**src/sbmm_pkg.sv**
```systemverilog
`timescale 1ns / 1ps
// ----------------------------------------------------------------------------
// sbmm_pkg: shared types and constants of the stereo bass mono mixer
// Sample, coefficient and state widths, multiplier operand codes and the
// command and status groups between the controller and the datapath.
// ----------------------------------------------------------------------------
package sbmm_pkg;

  // Field widths
  localparam int SAMPLE_BITS = 24;
  localparam int COEF_BITS   = 16;
  localparam int AMT_W       = 17;               // ramp amount, Q1.16
  localparam int AMOUNT_FRAC = 16;
  localparam int AMOUNT_ONE  = 65536;
  localparam int ST_W        = 32;               // lowpass state width
  localparam int GUARD_BITS  = ST_W - SAMPLE_BITS;

  // Configuration port
  localparam int CFG_W   = (COEF_BITS > AMT_W) ? COEF_BITS : AMT_W;
  localparam int CFG_IDX_W = 2;
  localparam logic [CFG_IDX_W-1:0] REG_ENABLE = 2'd0;
  localparam logic [CFG_IDX_W-1:0] REG_ALPHA  = 2'd1;
  localparam logic [CFG_IDX_W-1:0] REG_SMOOTH = 2'd2;
  localparam logic [CFG_IDX_W-1:0] REG_TARGET = 2'd3;

  localparam logic [COEF_BITS-1:0] ALPHA_RESET  = COEF_BITS'(1022);
  localparam logic [COEF_BITS-1:0] SMOOTH_RESET = COEF_BITS'(55);
  localparam logic [AMT_W-1:0]     TARGET_RESET = AMT_W'(AMOUNT_ONE);

  // Shared multiplier: signed A operand times signed B operand
  localparam int MUL_A_W = ST_W + 1;
  localparam int MUL_B_W = CFG_W + 1;
  localparam int PROD_W  = MUL_A_W + MUL_B_W;
  localparam int EXT_W   = ST_W + 2;             // residual plus blend

  // Rounding offsets (half of one output LSB)
  localparam int COEF_HALF  = 2 ** (COEF_BITS - 1);
  localparam int AMT_HALF   = 2 ** (AMOUNT_FRAC - 1);
  localparam int GUARD_HALF = (GUARD_BITS > 0) ? 2 ** (GUARD_BITS - 1) : 0;

  // Saturation bounds of the sample range
  localparam logic signed [EXT_W-1:0] SAT_MAX = EXT_W'((64'sd1 <<< (SAMPLE_BITS - 1)) - 64'sd1);
  localparam logic signed [EXT_W-1:0] SAT_MIN = EXT_W'(-(64'sd1 <<< (SAMPLE_BITS - 1)));

  // Multiplier operand selection
  localparam int MUL_OP_W = 3;
  localparam logic [MUL_OP_W-1:0] MUL_LOW_L   = 3'd0;
  localparam logic [MUL_OP_W-1:0] MUL_LOW_R   = 3'd1;
  localparam logic [MUL_OP_W-1:0] MUL_AMT     = 3'd2;
  localparam logic [MUL_OP_W-1:0] MUL_BLEND_L = 3'd3;
  localparam logic [MUL_OP_W-1:0] MUL_BLEND_R = 3'd4;

  // Controller to datapath
  typedef struct packed {
    logic                load_x;     // latch the accepted item
    logic                mul_en;     // register a product
    logic [MUL_OP_W-1:0] mul_op;
    logic                wb_low_l;   // add rounded product to left state
    logic                wb_low_r;
    logic                wb_amt;
    logic                load_mono;
    logic                load_res_l; // finish left sample from product
    logic                load_out;   // load output registers
    logic                pass;       // output the raw item
  } cmd_t;

  // Datapath to controller
  typedef struct packed {
    logic enable;
  } stat_t;

endpackage

```
**src/stereo_bass_mono_mixer.sv**
```systemverilog
`timescale 1ns / 1ps
// ----------------------------------------------------------------------------
// stereo_bass_mono_mixer: mono-bass crossover for stereo frames
// Splits each channel with a one-pole lowpass, blends the low bands toward
// their mono average by a smoothed amount and adds the highs back.
// ----------------------------------------------------------------------------
// One frame is taken per item. With processing enabled, an accepted frame
// steps through the left lowpass, right lowpass, ramp, mono, left blend and
// right blend states, and its result is loaded into the output register once
// that register is free. The next frame is taken only after that load. A
// single shared 33x18 multiplier handles both lowpass updates, the amount
// ramp and both blends in turn. With processing disabled, a frame is copied
// to the output register from the pass state once that register is free.
// The output register holds one finished frame, so the next frame is taken
// while the previous result still waits on out_stall. Register writes must go
// in only while no frame is in flight; the block itself does not enforce this.
// Switching enable from 0 to 1 clears the filter states and the ramp.
module stereo_bass_mono_mixer (
  input  logic                                    clk,
  input  logic                                    rst_n,
  input  logic                                    cfg_we,
  input  logic [sbmm_pkg::CFG_IDX_W-1:0]          cfg_index,
  input  logic [sbmm_pkg::CFG_W-1:0]              cfg_data,
  input  logic                                    in_valid,
  output logic                                    in_stall,
  input  logic signed [sbmm_pkg::SAMPLE_BITS-1:0] in_left_in,
  input  logic signed [sbmm_pkg::SAMPLE_BITS-1:0] in_right_in,
  output logic                                    out_valid,
  input  logic                                    out_stall,
  output logic signed [sbmm_pkg::SAMPLE_BITS-1:0] out_left_out,
  output logic signed [sbmm_pkg::SAMPLE_BITS-1:0] out_right_out
);

  sbmm_pkg::cmd_t  cmd;
  sbmm_pkg::stat_t stat;

  // Sequencer
  sbmm_ctrl u_ctrl (
    .clk       (clk),
    .rst_n     (rst_n),
    .in_valid  (in_valid),
    .in_stall  (in_stall),
    .out_valid (out_valid),
    .out_stall (out_stall),
    .stat      (stat),
    .cmd       (cmd)
  );

  // Arithmetic and storage
  sbmm_dp u_dp (
    .clk           (clk),
    .rst_n         (rst_n),
    .cfg_we        (cfg_we),
    .cfg_index     (cfg_index),
    .cfg_data      (cfg_data),
    .in_left_in    (in_left_in),
    .in_right_in   (in_right_in),
    .out_left_out  (out_left_out),
    .out_right_out (out_right_out),
    .cmd           (cmd),
    .stat          (stat)
  );

endmodule

```
**src/sbmm_ctrl.sv**
```systemverilog
`timescale 1ns / 1ps
// ----------------------------------------------------------------------------
// sbmm_ctrl: sequencer of the stereo bass mono mixer
// Walks one frame through the shared multiplier and owns the handshakes
// and the valid flag of the output register.
// ----------------------------------------------------------------------------
module sbmm_ctrl (
  input  logic            clk,
  input  logic            rst_n,
  input  logic            in_valid,
  output logic            in_stall,
  output logic            out_valid,
  input  logic            out_stall,
  input  sbmm_pkg::stat_t stat,
  output sbmm_pkg::cmd_t  cmd
);

  localparam int S_W = 3;
  localparam logic [S_W-1:0] S_IDLE    = 3'd0;
  localparam logic [S_W-1:0] S_PASS    = 3'd1;
  localparam logic [S_W-1:0] S_MUL_L   = 3'd2;
  localparam logic [S_W-1:0] S_MUL_R   = 3'd3;
  localparam logic [S_W-1:0] S_MUL_A   = 3'd4;
  localparam logic [S_W-1:0] S_MONO    = 3'd5;
  localparam logic [S_W-1:0] S_BLEND_L = 3'd6;
  localparam logic [S_W-1:0] S_BLEND_R = 3'd7;

  logic [S_W-1:0] state_r, state_nxt;
  logic           out_valid_r, out_valid_nxt;
  logic           in_acc;
  logic           out_free;
  logic           fin_r, fin_nxt;   // last step of a processed frame pending

  assign in_stall  = (state_r != S_IDLE) || fin_r;
  assign in_acc    = in_valid && !in_stall;
  assign out_valid = out_valid_r;
  assign out_free  = !out_valid_r || !out_stall;

  // Next state and commands
  always_comb begin
    state_nxt     = state_r;
    fin_nxt       = fin_r;
    out_valid_nxt = out_valid_r && out_stall;
    cmd           = '0;
    cmd.mul_op    = sbmm_pkg::MUL_LOW_L;
    case (state_r)
      S_IDLE: begin
        if (fin_r) begin
          // right channel finishes straight from the product register
          if (out_free) begin
            cmd.load_out  = 1'b1;
            out_valid_nxt = 1'b1;
            fin_nxt       = 1'b0;
          end
        end else if (in_acc) begin
          cmd.load_x = 1'b1;
          state_nxt  = stat.enable ? S_MUL_L : S_PASS;
        end
      end
      S_PASS: begin
        if (out_free) begin
          cmd.load_out  = 1'b1;
          cmd.pass      = 1'b1;
          out_valid_nxt = 1'b1;
          state_nxt     = S_IDLE;
        end
      end
      S_MUL_L: begin
        cmd.mul_en = 1'b1;
        cmd.mul_op = sbmm_pkg::MUL_LOW_L;
        state_nxt  = S_MUL_R;
      end
      S_MUL_R: begin
        cmd.mul_en   = 1'b1;
        cmd.mul_op   = sbmm_pkg::MUL_LOW_R;
        cmd.wb_low_l = 1'b1;
        state_nxt    = S_MUL_A;
      end
      S_MUL_A: begin
        cmd.mul_en   = 1'b1;
        cmd.mul_op   = sbmm_pkg::MUL_AMT;
        cmd.wb_low_r = 1'b1;
        state_nxt    = S_MONO;
      end
      S_MONO: begin
        cmd.wb_amt    = 1'b1;
        cmd.load_mono = 1'b1;
        state_nxt     = S_BLEND_L;
      end
      S_BLEND_L: begin
        cmd.mul_en = 1'b1;
        cmd.mul_op = sbmm_pkg::MUL_BLEND_L;
        state_nxt  = S_BLEND_R;
      end
      S_BLEND_R: begin
        cmd.mul_en     = 1'b1;
        cmd.mul_op     = sbmm_pkg::MUL_BLEND_R;
        cmd.load_res_l = 1'b1;
        fin_nxt        = 1'b1;
        state_nxt      = S_IDLE;
      end
      default: begin
        state_nxt = S_IDLE;
      end
    endcase
  end

  // Control registers
  always_ff @(posedge clk) begin
    if (!rst_n) begin
      state_r     <= S_IDLE;
      fin_r       <= 1'b0;
      out_valid_r <= 1'b0;
    end else begin
      state_r     <= state_nxt;
      fin_r       <= fin_nxt;
      out_valid_r <= out_valid_nxt;
    end
  end

endmodule

```
**src/sbmm_dp.sv**
```systemverilog
`timescale 1ns / 1ps
// ----------------------------------------------------------------------------
// sbmm_dp: datapath of the stereo bass mono mixer
// Configuration registers, lowpass and ramp state, one shared multiplier
// with a product register, rounding, saturation and the output registers.
// ----------------------------------------------------------------------------
module sbmm_dp (
  input  logic                                        clk,
  input  logic                                        rst_n,
  input  logic                                        cfg_we,
  input  logic [sbmm_pkg::CFG_IDX_W-1:0]              cfg_index,
  input  logic [sbmm_pkg::CFG_W-1:0]                  cfg_data,
  input  logic signed [sbmm_pkg::SAMPLE_BITS-1:0]     in_left_in,
  input  logic signed [sbmm_pkg::SAMPLE_BITS-1:0]     in_right_in,
  output logic signed [sbmm_pkg::SAMPLE_BITS-1:0]     out_left_out,
  output logic signed [sbmm_pkg::SAMPLE_BITS-1:0]     out_right_out,
  input  sbmm_pkg::cmd_t                              cmd,
  output sbmm_pkg::stat_t                             stat
);

  localparam int SB  = sbmm_pkg::SAMPLE_BITS;
  localparam int CB  = sbmm_pkg::COEF_BITS;
  localparam int AW  = sbmm_pkg::AMT_W;
  localparam int SW  = sbmm_pkg::ST_W;
  localparam int GB  = sbmm_pkg::GUARD_BITS;
  localparam int MAW = sbmm_pkg::MUL_A_W;
  localparam int MBW = sbmm_pkg::MUL_B_W;
  localparam int PW  = sbmm_pkg::PROD_W;
  localparam int EW  = sbmm_pkg::EXT_W;

  // Configuration registers
  logic          enable_r;
  logic [CB-1:0] alpha_r;
  logic [CB-1:0] smooth_r;
  logic [AW-1:0] target_r;
  logic [AW-1:0] target_wr;
  logic          en_rise;

  // Frame and state registers
  logic signed [SB-1:0] x_l_r, x_r_r;
  logic signed [SW-1:0] low_l_r, low_r_r, mono_r;
  logic [AW-1:0]        amt_r;
  logic signed [PW-1:0] prod_r;
  logic signed [SB-1:0] res_l_r;
  logic signed [SB-1:0] out_l_r, out_r_r;

  // Combinational
  logic signed [SW-1:0]  el_l, el_r;
  logic signed [MAW-1:0] mul_a;
  logic signed [MBW-1:0] mul_b;
  logic signed [PW-1:0]  prod_nxt;
  logic signed [PW-1:0]  rnd_coef;
  logic signed [PW-1:0]  rnd_blend;
  logic signed [SW:0]    low_sum;
  logic signed [EW-1:0]  fin_y;
  logic signed [EW-1:0]  fin_rnd;
  logic signed [SB-1:0]  fin_sat;
  logic                  fin_right;

  assign stat.enable = enable_r;

  // Target write clamps to fully mono
  assign target_wr = (cfg_data[AW-1:0] > AW'(sbmm_pkg::AMOUNT_ONE)) ?
                     AW'(sbmm_pkg::AMOUNT_ONE) : cfg_data[AW-1:0];
  assign en_rise   = cfg_we && (cfg_index == sbmm_pkg::REG_ENABLE) &&
                     cfg_data[0] && !enable_r;

  always_ff @(posedge clk) begin
    if (!rst_n) begin
      enable_r <= 1'b0;
      alpha_r  <= sbmm_pkg::ALPHA_RESET;
      smooth_r <= sbmm_pkg::SMOOTH_RESET;
      target_r <= sbmm_pkg::TARGET_RESET;
    end else if (cfg_we) begin
      case (cfg_index)
        sbmm_pkg::REG_ENABLE: enable_r <= cfg_data[0];
        sbmm_pkg::REG_ALPHA:  alpha_r  <= cfg_data[CB-1:0];
        sbmm_pkg::REG_SMOOTH: smooth_r <= cfg_data[CB-1:0];
        sbmm_pkg::REG_TARGET: target_r <= target_wr;
        default: ;
      endcase
    end
  end

  // Samples scaled up to state precision
  assign el_l = SW'(x_l_r) <<< GB;
  assign el_r = SW'(x_r_r) <<< GB;

  // Shared multiplier operand select
  always_comb begin
    mul_a = '0;
    mul_b = '0;
    case (cmd.mul_op)
      sbmm_pkg::MUL_LOW_L: begin
        mul_a = MAW'(el_l) - MAW'(low_l_r);
        mul_b = MBW'(alpha_r);
      end
      sbmm_pkg::MUL_LOW_R: begin
        mul_a = MAW'(el_r) - MAW'(low_r_r);
        mul_b = MBW'(alpha_r);
      end
      sbmm_pkg::MUL_AMT: begin
        mul_a = MAW'(target_r) - MAW'(amt_r);
        mul_b = MBW'(smooth_r);
      end
      sbmm_pkg::MUL_BLEND_L: begin
        mul_a = MAW'(mono_r) - MAW'(low_l_r);
        mul_b = MBW'(amt_r);
      end
      sbmm_pkg::MUL_BLEND_R: begin
        mul_a = MAW'(mono_r) - MAW'(low_r_r);
        mul_b = MBW'(amt_r);
      end
      default: begin
        mul_a = '0;
        mul_b = '0;
      end
    endcase
  end

  assign prod_nxt = mul_a * mul_b;

  // Round-to-nearest of the registered product
  assign rnd_coef  = (prod_r + PW'(sbmm_pkg::COEF_HALF)) >>> CB;
  assign rnd_blend = (prod_r + PW'(sbmm_pkg::AMT_HALF)) >>> sbmm_pkg::AMOUNT_FRAC;

  // Mono low band, floor of the average
  assign low_sum = (SW + 1)'(low_l_r) + (SW + 1)'(low_r_r);

  // Output: x - low + blend reduces to x plus the rounded blend offset
  assign fin_right = !cmd.load_res_l;
  assign fin_y     = (fin_right ? EW'(el_r) : EW'(el_l)) + rnd_blend[EW-1:0];
  assign fin_rnd   = (fin_y + EW'(sbmm_pkg::GUARD_HALF)) >>> GB;

  always_comb begin
    if (fin_rnd > sbmm_pkg::SAT_MAX) begin
      fin_sat = sbmm_pkg::SAT_MAX[SB-1:0];
    end else if (fin_rnd < sbmm_pkg::SAT_MIN) begin
      fin_sat = sbmm_pkg::SAT_MIN[SB-1:0];
    end else begin
      fin_sat = fin_rnd[SB-1:0];
    end
  end

  // Filter and ramp state, cleared when processing is switched on
  always_ff @(posedge clk) begin
    if (!rst_n) begin
      low_l_r <= '0;
      low_r_r <= '0;
      amt_r   <= '0;
    end else if (en_rise) begin
      low_l_r <= '0;
      low_r_r <= '0;
      amt_r   <= '0;
    end else begin
      if (cmd.wb_low_l) begin
        low_l_r <= low_l_r + rnd_coef[SW-1:0];
      end
      if (cmd.wb_low_r) begin
        low_r_r <= low_r_r + rnd_coef[SW-1:0];
      end
      if (cmd.wb_amt) begin
        amt_r <= amt_r + rnd_coef[AW-1:0];
      end
    end
  end

  // Payload registers
  always_ff @(posedge clk) begin
    if (cmd.load_x) begin
      x_l_r <= in_left_in;
      x_r_r <= in_right_in;
    end
    if (cmd.mul_en) begin
      prod_r <= prod_nxt;
    end
    if (cmd.load_mono) begin
      mono_r <= low_sum[SW:1];
    end
    if (cmd.load_res_l) begin
      res_l_r <= fin_sat;
    end
    if (cmd.load_out) begin
      out_l_r <= cmd.pass ? x_l_r : res_l_r;
      out_r_r <= cmd.pass ? x_r_r : fin_sat;
    end
  end

  assign out_left_out  = out_l_r;
  assign out_right_out = out_r_r;

endmodule

```
**config.mk**
```make
export PLATFORM = sky130hd
export DESIGN_NAME = stereo_bass_mono_mixer
export DESIGN_NICKNAME = d
export VERILOG_FILES = /design/src/sbmm_pkg.sv /design/src/stereo_bass_mono_mixer.sv /design/src/sbmm_ctrl.sv /design/src/sbmm_dp.sv
export SDC_FILE = /design/constraint.sdc
export NUM_CORES = 2
export LEC_CHECK = 0
export BUFFER_PORTS_ARGS = -buffer_cell sky130_fd_sc_hd__clkbuf_2
export CAP_MARGIN = 20
export CORE_MARGIN = 2
export CORE_UTILIZATION = 35
export CTS_CLUSTER_SIZE = 28
export DETAILED_ROUTE_END_ITERATION = 8
export PLACE_DENSITY_LB_ADDON = 0.25
export SLEW_MARGIN = 20
export SYNTH_ARGS = -nofsm -noshare
export SYNTH_HDL_FRONTEND = slang
export SYNTH_SLANG_ARGS = --single-unit
```
**constraint.sdc**
```tcl
create_clock -name clk -period 9.7 [get_ports clk]
set_input_delay 1.94 -clock clk [delete_from_list [all_inputs] [get_ports clk]]
set_output_delay 1.94 -clock clk [all_outputs]
set_load 0.01 [all_outputs]
```
== Yosys cells after proc, flatten, opt, wreduce, memory -nomap -nowiden ==
Cells that the tools add are included.
Widths: inputs -> output; s select.

* Register bits: 338
* Input bits: 72
* Output and inout port bits: 50

* $add $sub $neg: 12
* Multipliers: 1
* $lt $le $gt $ge: 3
* Equal/unequal tests: 17
* Multiplexer cells: 32
* Bitwise logic cells: 1
* Reductions and logical operators: 24

{| class="wikitable"
|+ Operator list
! kind !! count
|-
| $pmux 33 s5 || 1
|-
| $sub 32x32->33 || 4
|-
| $mux 24 || 4
|-
| $add 32x32->32 || 2
|-
| $pmux 17 s3 || 1
|-
| $add 50x17->50 const B || 1
|-
| $mul 33x18->50 || 1
|-
| $add 34x34->34 || 1
|-
| $add 34x9->34 const B || 1
|-
| $mux 34 || 1
|-
| $add 32x32->33 || 1
|-
| $gt 26x24->1 const B || 1
|-
| $lt 26x24->1 const B || 1
|-
| $pmux 3 s8 || 1
|-
| $pmux 4 s5 || 1
|-
| $sub 17x17->18 || 1
|-
| $add 17x17->17 || 1
|-
| $gt 17x17->1 const B || 1
|-
| $mux 17 || 1
|-
| $eq 3x3->1 const B || 5
|-
| $mux 1 || 13
|-
| $eq 3x2->1 const B || 4
|-
| $mux 3 || 3
|-
| $reduce_and 2->1 || 4
|-
| other kinds (17) || 35
|}

== Depth between registers and ports, before layout ==
* Depth in word-level cells: 9
* Depth in mapped cells: 41
* Gate-level depth less buffers: 37

== By module ==
Synthesis repeated with hierarchy kept, for this count alone.

* Cell total of the unflattened synthesis: 4900
* Area, all modules: 43545.5 um2

{| class="wikitable"
|+ By module, submodules not included
! module !! times used !! cells each !! area each (um2)
|-
| sbmm_dp || 1 || 4856 || 43188.9
|-
| sbmm_ctrl || 1 || 44 || 356.6
|}

== Least setup slack after synthesis ==
Ideal clock, no wire load.

* Path type: flip-flop to flip-flop
* From: register u_ctrl.state_r[2]
* To: register u_dp.prod_r[43] (data pin)
* Library setup time: 0.195 ns
* Data arrival time: 9.274 ns
* Data required time: 9.505 ns
* Path slack: 0.231 ns
* Cell stages (with the launch flop): 38
* Buffers on the path: 2
* Period minus slack after synthesis: 9.469 ns
* Cell sequence: dfxtp_1 nand3_1 clkbuf_1 clkbuf_1 nand2_1 o21ai_0 ha_1 fa_1 nor2b_1 o21a_1 a311o_1 o311ai_2 a31oi_1 o21ai_0 mux2i_1 nor2_1 nor4_1 nor2_1 [... 2 more ...] fa_1 fa_1 inv_1 fa_1 fa_1 inv_1 fa_1 inv_1 ha_1 nand2_1 a2111oi_0 inv_1 a31oi_1 o21ai_0 a31oi_1 o211ai_1 a2111o_1 o311ai_0

* Word-level cells in the longest chain between the ends: 6
* Elaborated cells between the ends (all ways): 16
* Classes of those cells: mul (1); eq/ne (9); mux (3); reduce/logical (3)

{| class="wikitable"
|+ RTL lines
! what !! RTL line !! RTL
|-
| from (decl) || sbmm_ctrl.sv:28 || <nowiki>logic [S_W-1:0] state_r, state_nxt;</nowiki>
|-
| from (signal assigned) || sbmm_ctrl.sv:115 || <nowiki>state_r <= state_nxt;</nowiki>
|-
| $eq 3x3->1 or $eq 3x2->1 (tied branches) || sbmm_ctrl.sv:46 || <nowiki>case (state_r)</nowiki>
|-
| $pmux 4 s5 (*) || sbmm_ctrl.sv:46 ||
|-
| $eq 3x2->1, or another cell as far along || sbmm_dp.sv:93 || <nowiki>case (cmd.mul_op)</nowiki>
|-
| $reduce_or 2->1 (no line) || -- ||
|-
| $pmux 17 s3 || sbmm_dp.sv:93 ||
|-
| $mul 33x18->50 (*) || sbmm_dp.sv:121 || <nowiki>assign prod_nxt = mul_a * mul_b;</nowiki>
|-
| named net u_dp.prod_nxt[43] || sbmm_dp.sv:51 || <nowiki>logic signed [PW-1:0] prod_nxt;</nowiki>
|-
| to (signal assigned) || sbmm_dp.sv:175 || <nowiki>prod_r <= prod_nxt;</nowiki>
|-
| to (decl) || sbmm_dp.sv:43 || <nowiki>logic signed [PW-1:0] prod_r;</nowiki>
|}

Mark *: on every way through the listed nets, which the timed path passes. The rest lies on a longest branch.
A chain may end at the register's enable or synchronous reset.

== Worst setup path after layout ==
* From: register u_ctrl.state_r[1]
* To: register u_dp.prod_r[41] (data pin)

The elaborated chain is that of the path after synthesis.

==> impl_metrics.toml <==
[logic_synthesis]
dominant_combinational_cell_family_by_area_after_synthesis = "adder cells"
post_synth_inst_count = 5060
yosys.area.top_type = "sky130_fd_sc_hd__fa_1"
post_synth_and_or_nand_nor_area_fraction_pct = 16.21
ys_warn_count = 0
postSynthRegisterBits = 323
yosys_most_used_dff = "sky130_fd_sc_hd__edfxtp_1"
seq_area_frac_synth_pct = 18.98
muxShareOfSynthArea_pct = 1.809
postSynthAreaPerCell_um2 = 8.681
post_synth_instance_area_um2 = 43920
yosys.cell_types.count = 92
most_area_consuming_cells_after_synthesis = "sky130_fd_sc_hd__fa_1 24%, sky130_fd_sc_hd__edfxtp_1 13%, sky130_fd_sc_hd__ha_1 10%"
number_of_enable_type_register_cells_in_the_synthesized_netlist = 187
post_synth_xor_area_fraction_pct = 5.304
share_of_flip_flops_with_an_asynchronous_set_or_reset_pct = 0
synth_fp_nets = 6016
post_synth_fa_ha_maj_area_fraction_pct = 34.24
netlist.area_leader.share_pct = 24.16
share_of_the_synthesized_area_in_compound_gates_ao_oa_aoi_oai_pct = 15.35

[hold_path]
hold_start = "u_dp.smooth_r[9]"
min_path_type = "reg2reg"

[route]
detail_routed_via_count_per_cell = 5.294
wirelength_um = 139400
drtIter0Drc = 2819
post-route-drc-count = 0
drt_pass1_iterations = 5
drt_wl_cell_um = 20.21
ant_nets = 0
routed-via-count = 36510

[worst_setup_path]
cp_common_cell = "sky130_fd_sc_hd__fa_1"
family_of_cells_with_the_greatest_summed_delay_on_the_critical_path = "adder cells"
worst_path_largest_cell_delay_ps = 530
worstPathRequired_ps = 10030
worstPathBufferInverterCount = 9
critPathCaptureType = "flip-flop"
worstSetupPathType = "reg2reg"
critical_path_arrival_ps = 9530
worst_setup_sp_type = "flip-flop"
worstReg2RegStart = "u_ctrl.state_r[1]"
setup.reg_to_reg.worst_slack_ps = 500
critical-path-slowest-cell = "sky130_fd_sc_hd__fa_1"
critical_path.startpoint = "u_ctrl.state_r[1]"
path_max_fanout = 52

[cts]
clock_tree_from_tritoncts = "done"
cts_hold_repair.buffers = 0
numCtsBuffers = 41
cts-root-buf = "sky130_fd_sc_hd__clkbuf_16"
cts_max_path_buffers = 3
cts.reportedPaths.clkPinSlew_ps = 60
htreeDepth = 2
clkLatencyLatePin_ps = 600
cts_num_sinks = 323

[timing]
worst_clock_skew_ps = 27.95
share_of_the_clock_period_used_by_the_worst_path_after_layout_pct = 94.90
timing.max_slew.rel_slack_pct = 32.43
timing.final.hold_violations = 0
finalMaxSlewViolations = 0
timing.final.crit_period_ps = 9205
setup-violations-final = 0
worst_pin_slew_ps = 1012
highest_achievable_clock_rate_mhz = 108.6

[floorplan]
chipHeight_um = 358.3
horiz_die_dim_um = 358.3
placementRows = 129
area_of_the_die_um2 = 128300
ioPinCount = 122
coreArea_um2 = 124100
starting_density_of_the_core_pct = 35.39

[placed_design]
io_buffer_count = 121
routabilityCongestion = 0.9093
dpl-instance-area_um2 = 47460
place_hpwl_um = 112700

[global_routing]
grt_pass1_vias = 36780
number_of_antenna_violations_at_the_first_check_in_global_routing = 0
grt_max_degree = 59
first_pass_grt_wire_length_um = 216500
gr-total-overflow = 0
global_route.usage.total_pct = 21.75

[final_layout]
final_common_cell = "sky130_fd_sc_hd__inv_1"
layout.core_utilization_pct = 39.64
antenna-diode-count = 0
fillCellCount = 12580
most-common-layout-cells = "758 x sky130_fd_sc_hd__inv_1, 530 x sky130_fd_sc_hd__fa_1, 514 x sky130_fd_sc_hd__nor2_1"
final_nets = 6185
area_delta_synth_final_pct = 12.00
layout-drive-gt1-share_pct = 10.19
design_area_um2 = 49200

[run]
max-cap-violations = 0

[status]
outcome = "finished clean"
final cells by class:
cell class                      count  area [um2]  share of cell area (%)
Clock buffer                       53        1154                   2.345
Clock inverter                     20       271.5                  0.5519
Multi-Input combinational cell   3796       32490                   66.05
Sequential cell                   323        8339                   16.95
Tap cell                         1637        2048                   4.163
Inverter                          760        2853                   5.799
Timing Repair Buffer              307        2038                   4.143
Yosys cell counts, drive strengths merged (26+ instances only):
master  number
nand4       27
edfxtp     187
ha         354
mux2        51
xnor2      166
nor2b       65
o21a        39
clkbuf     146
a22oi       29
or3         26
xor2       100
o21ai      153
a211oi      45
nand2      495
nor3        47
buf         35
inv        760
nand3       91
fa         530
a31oi       46
and3        34
o21bai      28
nand2b     133
dfxtp      136
a21boi      33
nor2       519
a21oi      337
a21o       143
kinds of logic after synthesis:
group                      count (synthesis)
adders and majority gates                884
xor gates and xnor gates                 266
buffers and inverters                    941
AOI/OAI and AO/OA                       1027
and+or+nand+nor                         1546
DFF                                      323
muxes                                     73
metal layers:
| layer | global-route usage [%] | wire [um] |
|---|---|---|
| met5 | 0 | 0 |
| met4 | 4.979 | 3290 |
| met3 | 2.041 | 7565 |
| met2 | 35.09 | 63210 |
| met1 | 31.44 | 65290 |
what timing repair did:
action | 4_1_cts | 5_1_grt
buffers inserted | 0 | 13
endpoints found under the hold margin | 0 | 0
pin swaps | 0 | 10
setup endpoints to repair | 1 | 19
gates resized for setup | 2 | 47
per-stage QoR:
step	setup TNS (ps)	worst slack (ps)	cells	hold slack, ps
after floorplan	0	230.7	5060	440.9
after global placement	0	96.97	6810	453.6
after detailed placement	0	1.561	6810	458.3
after CTS	0	45.20	6883	466.4
after global routing	-60.05	-44.20	6896	497.6
final	0	495.1	6896	466.1
sequential cells by signal (all words and copies together) (netlist names):
signal,count
u_ctrl.out_valid,1
u_ctrl.state_r,3
u_dp.smooth_r,16
u_dp.prod_r,35
u_dp.amt_r,17
u_ctrl.fin_r,1
u_dp.res_l_r,24
u_dp.out_left_out,24
u_dp.out_right_out,24
u_dp.alpha_r,16
u_dp.x_r_r,24
u_dp.stat,1
u_dp.low_r_r,32
u_dp.low_l_r,32
u_dp.target_r,17
u_dp.x_l_r,24
u_dp.mono_r,32
worst reg2reg max path: cells and delay by family (launching register included):
family                   cells  cell delay (ps)
flip-flops                   1              380
buffers and inverters        9             1190
AND/OR/NAND/NOR              7              840
AO/OA/AOI/OAI               13             2580
XOR/XNOR                     2              270
adder cells (fa/ha/maj)      8             3700
worst paths after layout:
check / endpoint / cells after the start
setup / recovery: u_dp.prod_r[41] / 39
hold / removal: u_dp.smooth_r[9] / 2
setup reg to reg: u_dp.prod_r[41] / 39
hold reg to reg: u_dp.smooth_r[9] / 2
Power is left out: the tool's default activity adds up to more than one toggle a clock period on the data nets, which glitch-free logic cannot reach.
